`config.mk`:
```
export PLATFORM = sky130hd
export DESIGN_NAME = wst_front
export DESIGN_NICKNAME = d
export VERILOG_FILES = /design/src/wst_pkg.sv /design/src/wst_front.sv
export SDC_FILE = /design/constraint.sdc
export NUM_CORES = 1
export LEC_CHECK = 0
export BUFFER_PORTS_ARGS = -buffer_cell sky130_fd_sc_hd__buf_4
export CAP_MARGIN = 15
export CORE_UTILIZATION = 50
export CTS_CLUSTER_DIAMETER = 30
export DETAILED_ROUTE_END_ITERATION = 7
export GPL_ROUTABILITY_DRIVEN = 0
export GPL_TIMING_DRIVEN = 0
export PLACE_DENSITY_LB_ADDON = 0.08
export SYNTH_ARGS = -nofsm -noshare
export SYNTH_HDL_FRONTEND = slang
export SYNTH_SLANG_ARGS = --single-unit
export TNS_END_PERCENT = 20
```
`constraint.sdc`:
```
create_clock -name clk -period 3 [get_ports clk]
set_input_delay 0.6 -clock clk [delete_from_list [all_inputs] [get_ports clk]]
set_output_delay 0.6 -clock clk [all_outputs]
set_load 0.005 [all_outputs]
```
`src/wst_pkg.sv`:
```
// ----------------------------------------------------------------------------
// waypoint steering package
// shared types, constants and the cordic arctangent table
// ----------------------------------------------------------------------------
package wst_pkg;

	localparam int CORDIC_STAGES_DEF = 16;
	localparam int TABLE_LEN = 24;
	localparam int GUARD_BITS = 8;
	// datapath width of the cordic x and y words, covers the gain growth
	localparam int XW = 28;
	localparam logic [23:0] INV_GAIN_Q24 = 24'd10188014;
	localparam logic [16:0] DIST_MAX = 17'd92682;

	typedef enum logic [1:0] {
		CMD_LEFT    = 2'd0,
		CMD_RIGHT   = 2'd1,
		CMD_FORWARD = 2'd2,
		CMD_STOP    = 2'd3
	} steer_cmd_t;

	typedef enum logic [1:0] {
		REG_TURN_THRESHOLD = 2'd0,
		REG_STOP_DISTANCE  = 2'd1,
		REG_FORWARD_SPEED  = 2'd2,
		REG_TURN_SPEED     = 2'd3
	} cfg_reg_t;

	typedef struct packed {
		logic [14:0] turn_threshold;
		logic [16:0] stop_distance;
		logic [14:0] forward_speed;
		logic [14:0] turn_speed;
	} cfg_t;

	typedef struct packed {
		logic signed [XW-1:0] x;
		logic signed [XW-1:0] y;
		logic        [31:0]   z;
		logic                 zero;
		logic signed [15:0]   heading;
	} cordic_t;

	typedef struct packed {
		steer_cmd_t         cmd;
		logic [14:0]        lin;
		logic signed [15:0] ang;
		logic signed [15:0] err;
		logic [16:0]        goal_dist;
	} result_t;

	// round(atan(2^-i) * 2^32 / (2 pi))
	function automatic logic [31:0] atan_entry(input logic [4:0] idx);
		logic [31:0] v;
		case (idx)
			5'd0:    v = 32'd536870912;
			5'd1:    v = 32'd316933406;
			5'd2:    v = 32'd167458907;
			5'd3:    v = 32'd85004756;
			5'd4:    v = 32'd42667331;
			5'd5:    v = 32'd21354465;
			5'd6:    v = 32'd10679838;
			5'd7:    v = 32'd5340245;
			5'd8:    v = 32'd2670163;
			5'd9:    v = 32'd1335087;
			5'd10:   v = 32'd667544;
			5'd11:   v = 32'd333772;
			5'd12:   v = 32'd166886;
			5'd13:   v = 32'd83443;
			5'd14:   v = 32'd41722;
			5'd15:   v = 32'd20861;
			5'd16:   v = 32'd10430;
			5'd17:   v = 32'd5215;
			5'd18:   v = 32'd2608;
			5'd19:   v = 32'd1304;
			5'd20:   v = 32'd652;
			5'd21:   v = 32'd326;
			5'd22:   v = 32'd163;
			5'd23:   v = 32'd81;
			default: v = 32'd0;
		endcase
		return v;
	endfunction

endpackage

```
`src/wst_front.sv`:
```
// ----------------------------------------------------------------------------
// waypoint steering front end
// offset to goal, then half-turn pre-rotation into the cordic format
// ----------------------------------------------------------------------------
module wst_front import wst_pkg::*; (
	input  logic               clk,
	input  logic               arst_n,
	input  logic               in_valid,
	output logic               in_ready,
	input  logic signed [15:0] pos_x,
	input  logic signed [15:0] pos_y,
	input  logic signed [15:0] heading,
	input  logic signed [15:0] goal_x,
	input  logic signed [15:0] goal_y,
	output logic               out_valid,
	input  logic               out_ready,
	output cordic_t            out_data
);

	logic               v_s1;
	logic signed [16:0] dx_s1;
	logic signed [16:0] dy_s1;
	logic signed [15:0] hd_s1;
	logic               en_s2;
	logic               v_s2;
	cordic_t            d_s2;
	logic signed [XW-1:0] x_ext;
	logic signed [XW-1:0] y_ext;

	assign en_s2    = !v_s2 || out_ready;
	assign in_ready = !v_s1 || en_s2;

	always_ff @(posedge clk or negedge arst_n) begin
		if (!arst_n) begin
			v_s1 <= 1'b0;
		end else if (in_ready) begin
			v_s1 <= in_valid;
		end
	end

	always_ff @(posedge clk) begin
		if (in_valid && in_ready) begin
			dx_s1 <= 17'(goal_x) - 17'(pos_x);
			dy_s1 <= 17'(goal_y) - 17'(pos_y);
			hd_s1 <= heading;
		end
	end

	// guard fraction bits below the offset, sign carried into the top bits
	assign x_ext = XW'($signed({dx_s1, {GUARD_BITS{1'b0}}}));
	assign y_ext = XW'($signed({dy_s1, {GUARD_BITS{1'b0}}}));

	always_ff @(posedge clk or negedge arst_n) begin
		if (!arst_n) begin
			v_s2 <= 1'b0;
		end else if (en_s2) begin
			v_s2 <= v_s1;
		end
	end

	always_ff @(posedge clk) begin
		if (v_s1 && en_s2) begin
			// left half plane: turn by half a turn first
			if (dx_s1[16]) begin
				d_s2.x <= -x_ext;
				d_s2.y <= -y_ext;
				d_s2.z <= 32'h8000_0000;
			end else begin
				d_s2.x <= x_ext;
				d_s2.y <= y_ext;
				d_s2.z <= 32'h0;
			end
			d_s2.zero    <= (dx_s1 == 17'sd0) && (dy_s1 == 17'sd0);
			d_s2.heading <= hd_s1;
		end
	end

	assign out_valid = v_s2;
	assign out_data  = d_s2;

endmodule

```
==> flow_metrics.tcl <==
set metrics [dict create \
    yosysWarningCount 0 \
    fin_ws_ps 295 \
    outcome "completed" \
    die_w_um 110 \
    wire_per_inst_um 12.9 \
    max_freq_mhz 370 \
    grt_usage_pct 17.8 \
    dr.first_iter.drc_count 213 \
    start_util_pct 51.4 \
    layout-drive-gt1-share_pct 30.7 \
    slew_violations 0 \
    core-area_um2 11400 \
    cts_resized 0 \
    postRouteAntennaNets 0 \
    drt_pass1_iterations 4 \
    cap_violations 0 \
    ys_types 43 \
    critPathRequiredTime_ps 3090 \
    place_hpwl_um 8530 \
    synth-async-reset-ratio_pct 1.82 \
    ir_drop_v 0.000379 \
    insertion_delay_ps 340 \
    r2r_setup_slack_ps 290 \
    antenna_found_initial 0 \
    synthCells 484 \
    vias 4014 \
    post-cts-setup-buffers 0 \
    root_buffer "clkbuf_16" \
    die_h_um 110 \
    overflow 0 \
    p_leak_nw 3.41 \
    fin_tns_setup_ps 0 \
    finalCritPeriodShare_pct 90.2 \
    hold_path_class "in2async" \
    clock-sinks 110 \
    area_growth_pct 30.0 \
    setup_viol 0 \
    r2r_cells 7 \
    path_max_fanout 4 \
    nets 811 \
    ios 191 \
    synth_edf_count 108 \
    grt_pass1_wl_um 16500 \
    rsz0062_at_grt "false" \
    grt_pass1_vias 3618 \
    viasPerCell 4.80 \
    yosys.area.top_type_share_pct 55.3 \
    synthTopCellsByCount "108 x edfxtp_1, 47 x buf_4, 47 x inv_1" \
    ys_ff_latch 110 \
    io_buffers 143 \
    yosysMostFrequentCell "edfxtp_1" \
    slew-limit-headroom_pct 60.2 \
    synth_area_per_cell_um2 12.1 \
    syn_area_um2 5870 \
    p_total_mw 3.97 \
    holdBufCountCts 0 \
    r2r_start "dy_s1[7]" \
    final.min_clock_period_ps 2710 \
    worstSetupPathType "reg2reg" \
    clockBufferDepth 2 \
    cts.clk_slew.worst_paths_ps 70 \
    fin_util_pct 66.8 \
    powerDensity_nw_per_um2 521 \
    yosysTopAreaCell "edfxtp_1" \
    startpoint_type "register" \
    skew_ps 7.35 \
    place_ws_ps 317 \
    seq_area_frac_synth_pct 56.1 \
    n_antenna_cell 0 \
    drc 0 \
    grt_max_degree 40 \
    worstSetupEndpointType "register" \
    cts_tree "built" \
    synth.area.top_cells "edfxtp_1 55%, ha_1 7.7%, xnor2_1 6.9%" \
    worst_pin_slew_ps 597 \
    cp.arrival_ps 2790 \
    drt-total-wl_um 10700 \
    dieArea_um2 12200 \
    synthFlopType "edfxtp_1" \
    core.rowCount 39 \
    finalHoldViolCount 0 \
    h-tree-depth 3 \
    timing.rr.end "out_data[73]" \
    cts_buffers 9 \
]
-- through the flow --
stage	hold slack, ps	area (um^2)	cells
final	27.0	7630	836
after global routing	14.0	7630	836
after CTS	20.6	7630	836
after detailed placement	385	7350	821
after global placement	382	7300	819
after floorplan	304	6050	533
-- kinds of logic after synthesis --
family | Yosys count | share of synthesized area [%]
flops | 110 | 56.1
buf+inv | 99 | 9.36
simple gates | 93 | 8.27
compound gates | 87 | 9.45
xor+xnor | 56 | 8.36
fa+ha+maj | 38 | 8.36
other cells | 1 | 0.0639
-- worst max-delay path, stage by stage (launching register included) --
cell	delay, ps
edfxtp_1	440
or4_4	570
or4_4	450
or3_1	340
nor3_1	250
ha_1	290
nand2_1	60
nand2_1	50
-- layout make-up --
type	instances	area (um^2)
clock inverters	4	48.8
fillers	881	3790
flip-flops and latches	110	3290
repair buffers	145	1110
well taps	143	179
plain buffers	52	373
clock buffers	11	233
multi-input cells	324	2210
inverters	47	176
-- cells in the final DEF, fill, tap and decap left out, types with 9 or more instances in the layout --
cell type,Yosys,routed
buf_4,47,190
xnor2_1,46,46
conb_1,1,50
inv_1,47,47
a21oi_1,20,20
edfxtp_1,108,108
clkbuf_16,0,9
o21ai_0,20,20
nand2_1,31,31
nor2_1,12,12
a21o_1,9,9
ha_1,36,36
xor2_1,10,10
nand2b_1,10,10
o31ai_1,9,9
-- state kept, by name (all words and copies together) (netlist names) --
register / flops
dy_s1: 17
v_s1: 1
dx_s1: 17
hd_s1: 16
out_data: 58
out_valid: 1
-- per-layer routing --
layer  track usage [%]  vias up  part of all wire (%)
met2              28.8      149                    46
met3              3.53       21                   8.2
li1                  -     2041                     -
met5                 0        -                     0
met1              23.5     1803                    43
met4              7.33        0                   2.3
-- how the worst max path moves through the flow --
stage | slack [ps] | to | start
2_1_floorplan | 490 | out_data[73] | dy_s1[7]
3_5_place_dp | 320 | out_data[73] | dy_s1[7]
4_1_cts | 310 | out_data[73] | dy_s1[7]
5_1_grt | 160 | out_data[73] | dy_s1[7]
6_report | 290 | out_data[73] | dy_s1[7]
3_3_place_gp | -70 | out_data[91] | out_ready
-- power breakdown --
group	internal, mW	total (mW)	leakage (nW)	switching, mW
logic	0.438	0.831	2.22	0.393
registers	1.93	2.02	1.06	0.0887
clock network	0.640	1.12	0.129	0.481
total	3.01	3.97	3.41	0.963
Power figures use the tool's default switching activity.
