**src/wst_pkg.sv**
```systemverilog
// ----------------------------------------------------------------------------
// waypoint steering package
// shared types, constants and the cordic arctangent table
// ----------------------------------------------------------------------------
package wst_pkg;

	localparam int CORDIC_STAGES_DEF = 16;
	localparam int TABLE_LEN = 24;
	localparam int GUARD_BITS = 8;
	// datapath width of the cordic x and y words, covers the gain growth
	localparam int XW = 28;
	localparam logic [23:0] INV_GAIN_Q24 = 24'd10188014;
	localparam logic [16:0] DIST_MAX = 17'd92682;

	typedef enum logic [1:0] {
		CMD_LEFT    = 2'd0,
		CMD_RIGHT   = 2'd1,
		CMD_FORWARD = 2'd2,
		CMD_STOP    = 2'd3
	} steer_cmd_t;

	typedef enum logic [1:0] {
		REG_TURN_THRESHOLD = 2'd0,
		REG_STOP_DISTANCE  = 2'd1,
		REG_FORWARD_SPEED  = 2'd2,
		REG_TURN_SPEED     = 2'd3
	} cfg_reg_t;

	typedef struct packed {
		logic [14:0] turn_threshold;
		logic [16:0] stop_distance;
		logic [14:0] forward_speed;
		logic [14:0] turn_speed;
	} cfg_t;

	typedef struct packed {
		logic signed [XW-1:0] x;
		logic signed [XW-1:0] y;
		logic        [31:0]   z;
		logic                 zero;
		logic signed [15:0]   heading;
	} cordic_t;

	typedef struct packed {
		steer_cmd_t         cmd;
		logic [14:0]        lin;
		logic signed [15:0] ang;
		logic signed [15:0] err;
		logic [16:0]        goal_dist;
	} result_t;

	// round(atan(2^-i) * 2^32 / (2 pi))
	function automatic logic [31:0] atan_entry(input logic [4:0] idx);
		logic [31:0] v;
		case (idx)
			5'd0:    v = 32'd536870912;
			5'd1:    v = 32'd316933406;
			5'd2:    v = 32'd167458907;
			5'd3:    v = 32'd85004756;
			5'd4:    v = 32'd42667331;
			5'd5:    v = 32'd21354465;
			5'd6:    v = 32'd10679838;
			5'd7:    v = 32'd5340245;
			5'd8:    v = 32'd2670163;
			5'd9:    v = 32'd1335087;
			5'd10:   v = 32'd667544;
			5'd11:   v = 32'd333772;
			5'd12:   v = 32'd166886;
			5'd13:   v = 32'd83443;
			5'd14:   v = 32'd41722;
			5'd15:   v = 32'd20861;
			5'd16:   v = 32'd10430;
			5'd17:   v = 32'd5215;
			5'd18:   v = 32'd2608;
			5'd19:   v = 32'd1304;
			5'd20:   v = 32'd652;
			5'd21:   v = 32'd326;
			5'd22:   v = 32'd163;
			5'd23:   v = 32'd81;
			default: v = 32'd0;
		endcase
		return v;
	endfunction

endpackage

```
**src/wst_back.sv**
```systemverilog
// ----------------------------------------------------------------------------
// waypoint steering back end
// gain correction, heading error and the steering decision
// ----------------------------------------------------------------------------
module wst_back import wst_pkg::*; (
	input  logic    clk,
	input  logic    arst_n,
	input  cfg_t    cfg,
	input  logic    in_valid,
	output logic    in_ready,
	input  cordic_t in_data,
	output logic    out_valid,
	input  logic    out_ready,
	output result_t out_data
);

	localparam int PW = XW - 1 + 24;
	localparam int DW = PW - 32 + 1;

	logic               en_s1, en_s2, en_s3;
	logic               v_s1, v_s2, v_s3;
	logic [XW-2:0]      xc;
	logic [15:0]        bearing;
	logic [PW-1:0]      prod_s1;
	logic signed [15:0] err_s1;
	logic               zero_s1;
	logic [DW-1:0]      dsum;
	logic [16:0]        dist_s2;
	logic signed [15:0] err_s2;
	logic signed [16:0] err_x;
	logic signed [16:0] thr_pos;
	result_t            res;
	result_t            d_s3;

	assign en_s3    = !v_s3 || out_ready;
	assign en_s2    = !v_s2 || en_s3;
	assign en_s1    = !v_s1 || en_s2;
	assign in_ready = en_s1;

	assign xc      = in_data.x[XW-1] ? '0 : in_data.x[XW-2:0];
	// round the angle accumulator to 16 bits, half up
	assign bearing = in_data.zero ? 16'h0 : in_data.z[31:16] + 16'(in_data.z[15]);

	always_ff @(posedge clk or negedge arst_n) begin
		if (!arst_n) begin
			v_s1 <= 1'b0;
			v_s2 <= 1'b0;
			v_s3 <= 1'b0;
		end else begin
			if (en_s1) v_s1 <= in_valid;
			if (en_s2) v_s2 <= v_s1;
			if (en_s3) v_s3 <= v_s2;
		end
	end

	always_ff @(posedge clk) begin
		if (in_valid && en_s1) begin
			prod_s1 <= PW'(xc) * PW'(INV_GAIN_Q24);
			err_s1  <= $signed(bearing - in_data.heading);
			zero_s1 <= in_data.zero;
		end
	end

	assign dsum = {1'b0, prod_s1[PW-1:32]} + DW'(prod_s1[31]);

	always_ff @(posedge clk) begin
		if (v_s1 && en_s2) begin
			if (zero_s1) begin
				dist_s2 <= 17'd0;
			end else if (dsum > DW'(DIST_MAX)) begin
				dist_s2 <= DIST_MAX;
			end else begin
				dist_s2 <= dsum[16:0];
			end
			err_s2 <= err_s1;
		end
	end

	assign err_x   = 17'(err_s2);
	assign thr_pos = $signed({2'b00, cfg.turn_threshold});

	always_comb begin
		res.err       = err_s2;
		res.goal_dist = dist_s2;
		res.lin       = 15'd0;
		res.ang       = 16'sd0;
		if (err_x > thr_pos) begin
			res.cmd = CMD_LEFT;
			res.ang = $signed({1'b0, cfg.turn_speed});
		end else if (err_x < -thr_pos) begin
			res.cmd = CMD_RIGHT;
			res.ang = -$signed({1'b0, cfg.turn_speed});
		end else if (dist_s2 > cfg.stop_distance) begin
			res.cmd = CMD_FORWARD;
			res.lin = cfg.forward_speed;
		end else begin
			res.cmd = CMD_STOP;
		end
	end

	always_ff @(posedge clk) begin
		if (v_s2 && en_s3) begin
			d_s3 <= res;
		end
	end

	assign out_valid = v_s3;
	assign out_data  = d_s3;

endmodule

```
**config.mk**
```make
export PLATFORM = sky130hd
export DESIGN_NAME = wst_back
export DESIGN_NICKNAME = d
export VERILOG_FILES = /design/src/wst_pkg.sv /design/src/wst_back.sv
export SDC_FILE = /design/constraint.sdc
export NUM_CORES = 1
export LEC_CHECK = 0
export ABC_CLOCK_PERIOD_IN_PS = 7800
export BUFFER_PORTS_ARGS = -buffer_cell sky130_fd_sc_hd__clkbuf_2
export CAP_MARGIN = 20
export CORE_UTILIZATION = 50
export CTS_CLUSTER_DIAMETER = 80
export DETAILED_ROUTE_END_ITERATION = 10
export HOLD_SLACK_MARGIN = 0.03
export PLACE_DENSITY = 0.7
export SYNTH_ARGS = -nofsm -noshare
export SYNTH_HDL_FRONTEND = slang
export SYNTH_SLANG_ARGS = --single-unit
```
**constraint.sdc**
```tcl
create_clock -name clk -period 7.8 [get_ports clk]
set_input_delay 0.39 -clock clk [delete_from_list [all_inputs] [get_ports clk]]
set_output_delay 0.39 -clock clk [all_outputs]
set_load 0.1 [all_outputs]
```
==> results_dict.tcl <==
set metrics [dict create \
    outcome "finished with violations" \
    violations "design-rule violations" \
    synth_area_um2 20900 \
    die_area_um2 42600 \
    rsz0062_at_grt "no" \
    yosys-top-cells-area "fa_1, edfxtp_1, ha_1" \
    crit_type "in2reg" \
    synth-edff-count 136 \
    instances_no_fill 2879 \
    synth_top_area_share_pct 25.9 \
    cts_buffer_depth 2 \
    finalSetupViolations 0 \
    holdWs_ps 187 \
    grt_pass1_vias 15730 \
    drc 62 \
    syn_avg_cell_area_um2 9.75 \
    yosysMostFrequentCell "inv_1" \
    hold_path_class "in2reg" \
    multi_input_area_um2 14600 \
    post-route-min-period_ps 7090 \
    max_cap_violations 0 \
    port_buffers 195 \
    powerDensity_nw_per_um2 381 \
    worst-slew-pin-transition_ps 908 \
    post-dp-hpwl_um 44200 \
    rows 74 \
    synth_flop_cell "edfxtp_1" \
    cts_hold_buf 1 \
    place_congestion 0.948 \
    post-route-period-util_pct 90.9 \
    p_leak_uw 0.0117 \
    synth_seq_area_share_pct 19.9 \
    detail_route.wl_per_cell_um 17.7 \
    finClkSkew_ps 11.3 \
    ios 239 \
    critPathArrivalTime_ps 7250 \
    startpoint_type "input port" \
    totalWireLength_um 50900 \
    synthArstFlopShare_pct 2.16 \
    overflow 0 \
    post_cts_resize_count 0 \
    drt-initial-drc-count 1113 \
    clock-root-buffer "clkbuf_16" \
    hold_viol 0 \
    max_freq_mhz 141 \
    start_util_pct 50.9 \
    synth-seq-cells 139 \
    clock-sinks 139 \
    viasPerCell 5.29 \
    worst-path-max-fanout 22 \
    relSlewSlack_pct 39.3 \
    synth_fp_nets 2877 \
    cts.htree.levels 4 \
    fp.dieH_um 206 \
    seq_area_um2 4160 \
    cts_tree "yes" \
    drtPass1Iterations 8 \
    synthCells 2140 \
    required_ps 7970 \
    layout.nets 3071 \
    diodes 0 \
    die_w_um 206 \
    grt_first_pass_wirelength_um 80800 \
    core_area_um2 41000 \
    synth_warnings 0 \
    cts_setup_buffers 0 \
    clk_pin_slew_ps 70 \
    synthTopCellsByCount "inv_1, ha_1, fa_1, edfxtp_1, xnor2_1" \
    antenna_found_initial 0 \
    max-vdd-ir-drop_mv 0.424 \
    report.final.slew_viol_count 0 \
    setup_tns_ps 0 \
    r2r_setup_slack_ps 4320 \
    gr-usage-all-layers_pct 24.9 \
    dp_cells 2846 \
    cp-end-kind "register" \
    antenna_left 0 \
    num_vias 15241 \
    numCtsBuffers 17 \
    yosys.cell_types.count 64 \
    area_growth_pct 10.9 \
    synth_top_cell_by_area "fa_1" \
    clock_latency_ps 420 \
    grt_max_degree 52 \
    drive_above_1_share_pct 12.1 \
    nFillCells 3604 \
]
-- cell families after synthesis --
kind of cell,after synthesis,synth area share (%)
fa+ha+maj,567,43.7
buf+inv,556,10.0
simple gates,443,11.4
compound gates,290,8.91
xor+xnor,142,5.96
flops,139,19.9
mux,3,0.150
-- worst paths after layout --
check / endpoint / depth (start not counted) / start
min: v_s1 / 2 / in_valid
min in group asynchronous: v_s2 / 2 / arst_n
min reg2reg: err_s2[5] / 0 / err_s1[5]
max in group asynchronous: v_s1 / 2 / arst_n
max: prod_s1[48] / 22 / in_data[104]
max reg2reg: dist_s2[0] / 10 / prod_s1[31]
-- metal layers --
metal | vias up | routed length (µm) | GRT usage [%]
met2 | 509 | 23600 | 41.3
li1 | 7308 | - | -
met3 | 68 | 3880 | 5.47
met1 | 7356 | 22100 | 32.2
met5 | - | 0 | 0
met4 | 0 | 1340 | 7.69
-- worst max-delay path, cell delays in order --
cell      delay, ps
clkbuf_2        270
nand2b_1        360
inv_1           440
fa_1            550
fa_1            550
inv_1            50
fa_1            480
fa_1            560
inv_1            80
fa_1            510
fa_1            500
ha_1            310
ha_1            330
a21oi_1         180
o21ai_1         120
nor4_1          340
o211ai_1        200
o21ba_2         270
o41ai_1         310
buf_4           190
o21ai_0         100
xor2_1          150
-- cells in the final DEF (no fill, tap or decap), drive strengths merged, types with 8 or more instances in the layout --
cell / count
or3: 21
fa: 270
nand3: 23
nor4: 11
a211oi: 10
clkbuf: 212
o21ai: 63
nor2: 95
or2: 8
xor2: 43
nor3: 28
xnor2: 99
a21o: 47
nor2b: 52
nand2b: 33
o21a: 12
edfxtp: 136
ha: 296
inv: 512
a22o: 14
nand4: 22
nand2: 71
a31oi: 10
buf: 35
and2: 50
a21oi: 84
o211ai: 9
-- state kept, by name, indices dropped and copies added (netlist names) --
| signal | cells |
|---|---|
| out_data | 66 |
| prod_s1 | 20 |
| dist_s2 | 17 |
| err_s1 | 16 |
| err_s2 | 16 |
| out_valid | 1 |
| v_s1 | 1 |
| v_s2 | 1 |
| zero_s1 | 1 |
-- final cells by class --
class	instances	area share, %
Multi-Input combinational cell	1445	63.2
Sequential cell	139	18.0
Inverter	500	8.11
Timing Repair Buffer	231	5.44
Tap cell	532	2.88
Clock buffer	17	1.84
Clock inverter	15	0.605
-- report_power, final --
group	switching, µW	internal [µW]
logic	4110	2710
clock network	347	424
registers	105	1120
-- stage by stage --
stage                     worst slack [ps]  util, %  area (µm²)  total power [µW]
after floorplan                       17.5        -       20900              6420
after global placement                 390     55.0       22600              7860
after detailed placement               292     55.0       22600              7980
after CTS                              742     56.4       23200              8830
after global routing                   306     56.4       23200              9900
final                                  713     56.4       23200              8820
No activity file was read; power rests on OpenSTA's default activity.
