$ cat config.mk
export PLATFORM = sky130hd
export DESIGN_NAME = wst_cordic_stage
export DESIGN_NICKNAME = d
export VERILOG_FILES = /design/src/wst_pkg.sv /design/src/wst_cordic_stage.sv
export SDC_FILE = /design/constraint.sdc
export NUM_CORES = 1
export LEC_CHECK = 0
export BUFFER_PORTS_ARGS = -buffer_cell sky130_fd_sc_hd__buf_2
export CAP_MARGIN = 20
export CORE_MARGIN = 2
export CORE_UTILIZATION = 55
export DETAILED_ROUTE_END_ITERATION = 6
export PLACE_DENSITY = 0.83
export SYNTH_ARGS = -nofsm -noshare
export SYNTH_HDL_FRONTEND = slang
export SYNTH_SLANG_ARGS = --single-unit
$ cat constraint.sdc
create_clock -name clk -period 8.3 [get_ports clk]
set_clock_uncertainty 0.2 [all_clocks]
set_input_delay 0.83 -clock clk [delete_from_list [all_inputs] [get_ports clk]]
set_output_delay 0.83 -clock clk [all_outputs]
set_load 0.1 [all_outputs]
$ cat src/wst_pkg.sv
// ----------------------------------------------------------------------------
// waypoint steering package
// shared types, constants and the cordic arctangent table
// ----------------------------------------------------------------------------
package wst_pkg;

	localparam int CORDIC_STAGES_DEF = 16;
	localparam int TABLE_LEN = 24;
	localparam int GUARD_BITS = 8;
	// datapath width of the cordic x and y words, covers the gain growth
	localparam int XW = 28;
	localparam logic [23:0] INV_GAIN_Q24 = 24'd10188014;
	localparam logic [16:0] DIST_MAX = 17'd92682;

	typedef enum logic [1:0] {
		CMD_LEFT    = 2'd0,
		CMD_RIGHT   = 2'd1,
		CMD_FORWARD = 2'd2,
		CMD_STOP    = 2'd3
	} steer_cmd_t;

	typedef enum logic [1:0] {
		REG_TURN_THRESHOLD = 2'd0,
		REG_STOP_DISTANCE  = 2'd1,
		REG_FORWARD_SPEED  = 2'd2,
		REG_TURN_SPEED     = 2'd3
	} cfg_reg_t;

	typedef struct packed {
		logic [14:0] turn_threshold;
		logic [16:0] stop_distance;
		logic [14:0] forward_speed;
		logic [14:0] turn_speed;
	} cfg_t;

	typedef struct packed {
		logic signed [XW-1:0] x;
		logic signed [XW-1:0] y;
		logic        [31:0]   z;
		logic                 zero;
		logic signed [15:0]   heading;
	} cordic_t;

	typedef struct packed {
		steer_cmd_t         cmd;
		logic [14:0]        lin;
		logic signed [15:0] ang;
		logic signed [15:0] err;
		logic [16:0]        goal_dist;
	} result_t;

	// round(atan(2^-i) * 2^32 / (2 pi))
	function automatic logic [31:0] atan_entry(input logic [4:0] idx);
		logic [31:0] v;
		case (idx)
			5'd0:    v = 32'd536870912;
			5'd1:    v = 32'd316933406;
			5'd2:    v = 32'd167458907;
			5'd3:    v = 32'd85004756;
			5'd4:    v = 32'd42667331;
			5'd5:    v = 32'd21354465;
			5'd6:    v = 32'd10679838;
			5'd7:    v = 32'd5340245;
			5'd8:    v = 32'd2670163;
			5'd9:    v = 32'd1335087;
			5'd10:   v = 32'd667544;
			5'd11:   v = 32'd333772;
			5'd12:   v = 32'd166886;
			5'd13:   v = 32'd83443;
			5'd14:   v = 32'd41722;
			5'd15:   v = 32'd20861;
			5'd16:   v = 32'd10430;
			5'd17:   v = 32'd5215;
			5'd18:   v = 32'd2608;
			5'd19:   v = 32'd1304;
			5'd20:   v = 32'd652;
			5'd21:   v = 32'd326;
			5'd22:   v = 32'd163;
			5'd23:   v = 32'd81;
			default: v = 32'd0;
		endcase
		return v;
	endfunction

endpackage

$ cat src/wst_cordic_stage.sv
// ----------------------------------------------------------------------------
// waypoint steering cordic stage
// one registered vectoring micro-rotation
// ----------------------------------------------------------------------------
module wst_cordic_stage import wst_pkg::*; #(
	parameter int STAGE = 0
) (
	input  logic    clk,
	input  logic    arst_n,
	input  logic    in_valid,
	output logic    in_ready,
	input  cordic_t in_data,
	output logic    out_valid,
	input  logic    out_ready,
	output cordic_t out_data
);

	localparam logic [31:0] ATAN = atan_entry(5'(STAGE));

	logic                 v_s1;
	cordic_t              d_s1;
	logic signed [XW-1:0] xs;
	logic signed [XW-1:0] ys;

	assign in_ready = !v_s1 || out_ready;

	// arithmetic shift rounds toward minus infinity
	assign xs = in_data.x >>> STAGE;
	assign ys = in_data.y >>> STAGE;

	always_ff @(posedge clk or negedge arst_n) begin
		if (!arst_n) begin
			v_s1 <= 1'b0;
		end else if (in_ready) begin
			v_s1 <= in_valid;
		end
	end

	always_ff @(posedge clk) begin
		if (in_valid && in_ready) begin
			if (!in_data.y[XW-1]) begin
				d_s1.x <= in_data.x + ys;
				d_s1.y <= in_data.y - xs;
				d_s1.z <= in_data.z + ATAN;
			end else begin
				d_s1.x <= in_data.x - ys;
				d_s1.y <= in_data.y + xs;
				d_s1.z <= in_data.z - ATAN;
			end
			d_s1.zero    <= in_data.zero;
			d_s1.heading <= in_data.heading;
		end
	end

	assign out_valid = v_s1;
	assign out_data  = d_s1;

endmodule

==> run_results.csv <==
group,metric,value,unit
clock_tree,post_cts_buffers,0,
pwr,p_switching,835,uW
cells_and_area,fin_cells,1258,
synthesis,syn_avg_cell_area,9.43,um2
die,coreArea,14600,um2
clock_tree,clk_pin_slew,0.07,ns
flow_run,maxCapViolCount,0,
route,drt-initial-drc-count,781,
critical_path,critPathMaxFanout,5,
synthesis,synth_edf_count,104,
route,detail_route.vias_per_cell,6.04,
pwr,swShare,0.434,
grt,grt_max_degree,90,
critical_path,cp-startpoint,"in_data[50]",
clock_tree,holdBufCountCts,0,
route,routedWlPerCell,18.7,um
synthesis,synthArstFlopShare,0.00952,
cells_and_area,num_antenna_cells,0,
clock_tree,htreeDepth,3,
grt,grt_pass1_vias,6746,
critical_path,cp.arrival,3.93,ns
synthesis,syn-num-nets,1082,
synthesis,synth_warnings,0,
die,die_width,127,um
route,drc_errors,0,
clock_tree,cts_sinks,105,
synthesis,synthDistinctLibCells,77,
clock_tree,cts-root-buf,"clkbuf_16",
grt,grt_overflow,0,
die,die_h,127,um
die,rows,44,
die,die-area,16100,um2
route,ant_nets,0,
cells_and_area,final_area,9770,um2
critical_path,crit_required,8.25,ns
sta,finalSetupTns,0,ns
route,routed_wl,23500,um
synthesis,synth_seq_cells,105,
placed_design,place_inst,1242,
cells_and_area,nFillCells,1230,
pwr,finalPower,1920,uW
synthesis,ys.flop_type,"edfxtp_1",
grt,grt_pass1_wl,35700,um
placed_design,gp_congestion,1.02,
placed_design,place_ws,4.16,ns
clock_tree,clock_path_buffers,2,
placed_design,dpl-instance-area,9460,um2
synthesis,netlist_area,8290,um2
grt,grt_use_total,0.278,
pwr,intPower,1090,uW
pwr,pwr-share-seq,0.345,
sta,setup_violations,0,
sta,drv_slew,0,
sta,worst_slew_pin_slew,1.10,ns
outcome,outcome,"complete, no violations",
critical_path,worstSetupPathType,"input port to flop",
placed_design,port_buffers,215,
sta,max_slew_margin,0.269,
critical_path,start_kind,"input port",
sta,hold_viol,0,
clock_tree,insertion_delay,0.33,ns
sta,setup_ws,4.33,ns
clock_tree,cts_tree,"done",
pwr,p_comb_frac,0.424,
sta,rsz0062_at_grt,"false",
clock_tree,cts_resized,0,
pwr,p_leak,0.00441,uW
cells_and_area,drive_above_1_share,0.238,
pwr,cellPowerDensity,197,nW/um2
critical_path,crit_path_end_kind,"flop",
route,drt-pass1-iter-count,7,
hold_path,min_path_type,"input port to async pin",
cells_and_area,nets,1272,
die,start_util,0.566,
synthesis,seq_area_frac_synth,0.380,
pwr,p_clk_frac,0.231,
grt,antenna_found_initial,0,
sta,min_period_over_period,0.479,
placed_design,place_hpwl,18500,um
critical_path,r2r-start,"out_valid",
sta,fin_crit,3.97,ns
clock_tree,cts_buffers,9,
sta,fmax,0.252,GHz
synthesis,netlist_instances,879,
die,io_pins,216,
cells_and_area,syn_to_final_growth,17.9,%
route,vias,7602,
pwr,peakVddDrop,0.113,mV
## path summary, 6_finish.rpt
kind / to / slack (ns) / depth (start not counted)
setup / recovery: out_data[66] / 4.33 / 11
hold / removal: out_valid / 0.05 / 1
setup reg to reg: out_data[66] / 5.94 / 3
hold reg to reg: out_valid / 0.38 / 2
max in group asynchronous: out_valid / 7.76 / 1
min in group clk: out_valid / 0.38 / 2
## through the flow
stage | utilization | hold WS, ns
global placement | 0.646 | 0.333
global route | 0.667 | 0.0375
finish | 0.667 | 0.0538
detailed placement | 0.646 | 0.366
CTS | 0.667 | 0.0437
floorplan | - | 0.334
## worst max-delay path, stage by stage
cell	delay, ns
buf_2	0.13
inv_1	0.11
ha_1	0.34
nor2b_1	0.13
o21ai_0	0.29
o211ai_1	0.30
a21o_1	0.28
a211o_1	0.34
a221oi_1	0.53
mux2_2	0.41
nor3_1	0.24
## area by class of cell
type,instances,area [um2],share of cell area
inverters,92,345,0.0353
multi-input cells,643,4630,0.474
repair buffers,218,1100,0.112
clock inverters,7,92.6,0.00947
clock buffers,9,225,0.0230
flip-flops and latches,105,3150,0.322
well taps,184,230,0.0236
## cell usage after synthesis (3+ instances only)
library cell | count | area share
ha_1 | 90 | 0.14
o21bai_1 | 16 | 0.014
a22oi_1 | 3 | 0.0027
a21o_1 | 17 | 0.015
nor3_1 | 22 | 0.013
nand3_1 | 11 | 0.0066
nand2_1 | 47 | 0.021
o211a_1 | 3 | 0.0036
a31oi_1 | 16 | 0.012
inv_1 | 87 | 0.039
nand4_1 | 5 | 0.0038
o22ai_1 | 3 | 0.0023
buf_2 | 4 | 0.0024
clkbuf_1 | 23 | 0.010
clkinv_1 | 3 | 0.0014
a211o_1 | 4 | 0.0042
o211ai_1 | 7 | 0.0063
o21ai_0 | 48 | 0.029
a311oi_1 | 5 | 0.0053
xor2_1 | 3 | 0.0032
a21boi_0 | 4 | 0.0036
nor2_1 | 68 | 0.031
and2_1 | 7 | 0.0053
and4_1 | 5 | 0.0053
xnor2_1 | 46 | 0.049
nand3b_1 | 4 | 0.0036
o2111ai_1 | 4 | 0.0042
edfxtp_1 | 104 | 0.38
mux2i_1 | 12 | 0.014
nand2b_1 | 5 | 0.0038
o31ai_1 | 7 | 0.0063
and3_1 | 9 | 0.0068
a211oi_1 | 10 | 0.0091
a221oi_1 | 6 | 0.0063
o41ai_1 | 3 | 0.0032
or2_2 | 5 | 0.0038
buf_1 | 9 | 0.0041
nor2b_1 | 14 | 0.011
a21oi_1 | 79 | 0.048
nor3b_1 | 4 | 0.0036
o21a_1 | 7 | 0.0063
fa_1 | 4 | 0.0097
o21ai_1 | 4 | 0.0024
## routing by layer
layer | up-vias | global-route usage | wire length, um
li1 | 3531 | - | -
met1 | 3558 | 0.400 | 9890
met2 | 469 | 0.438 | 10500
met3 | 44 | 0.0456 | 2490
met4 | 0 | 0.0756 | 598
met5 | - | 0 | 0
## layout by cell type, fill, tap and decap left out, types with 5 or more instances in the layout
| cell type | instances |
|---|---|
| or2_2 | 5 |
| nand4_1 | 5 |
| nor3_1 | 22 |
| ha_1 | 90 |
| a21o_1 | 17 |
| a31oi_1 | 16 |
| o21bai_1 | 16 |
| o21a_1 | 7 |
| nand3_1 | 11 |
| xnor2_1 | 46 |
| o211ai_1 | 7 |
| and4_1 | 5 |
| edfxtp_1 | 104 |
| mux2i_1 | 12 |
| buf_2 | 215 |
| o31ai_1 | 7 |
| a221oi_1 | 6 |
| nand2b_1 | 5 |
| a21oi_1 | 79 |
| nor2b_1 | 14 |
| o21ai_0 | 48 |
| a211oi_1 | 10 |
| nor2_1 | 68 |
| nand2_1 | 47 |
| and3_1 | 9 |
| a311oi_1 | 5 |
| and2_1 | 6 |
| inv_1 | 87 |
| clkbuf_16 | 9 |
## registers in the layout, summed over array words and instances, names as in the netlist
name and count:
out_valid 1, out_data 104
## power by group through the flow
stage | clock [uW] | combinational, uW | sequential, uW
floorplan | 0 | 307 | 1000
global placement | 0 | 793 | 673
detailed placement | 0 | 799 | 675
CTS | 451 | 802 | 663
global route | 472 | 855 | 667
finish | 444 | 815 | 663
## cell families after synthesis
group / after synthesis / share of synthesized area
multiplexers: 14 / 0.0172
adder cells (fa/ha/maj): 94 / 0.145
flip-flops: 105 / 0.380
XOR/XNOR: 49 / 0.0518
AND/OR/NAND/NOR: 219 / 0.131
buffers and inverters: 131 / 0.0617
AO/OA/AOI/OAI: 267 / 0.213
Note: power is estimated with default switching activity, not from simulation.
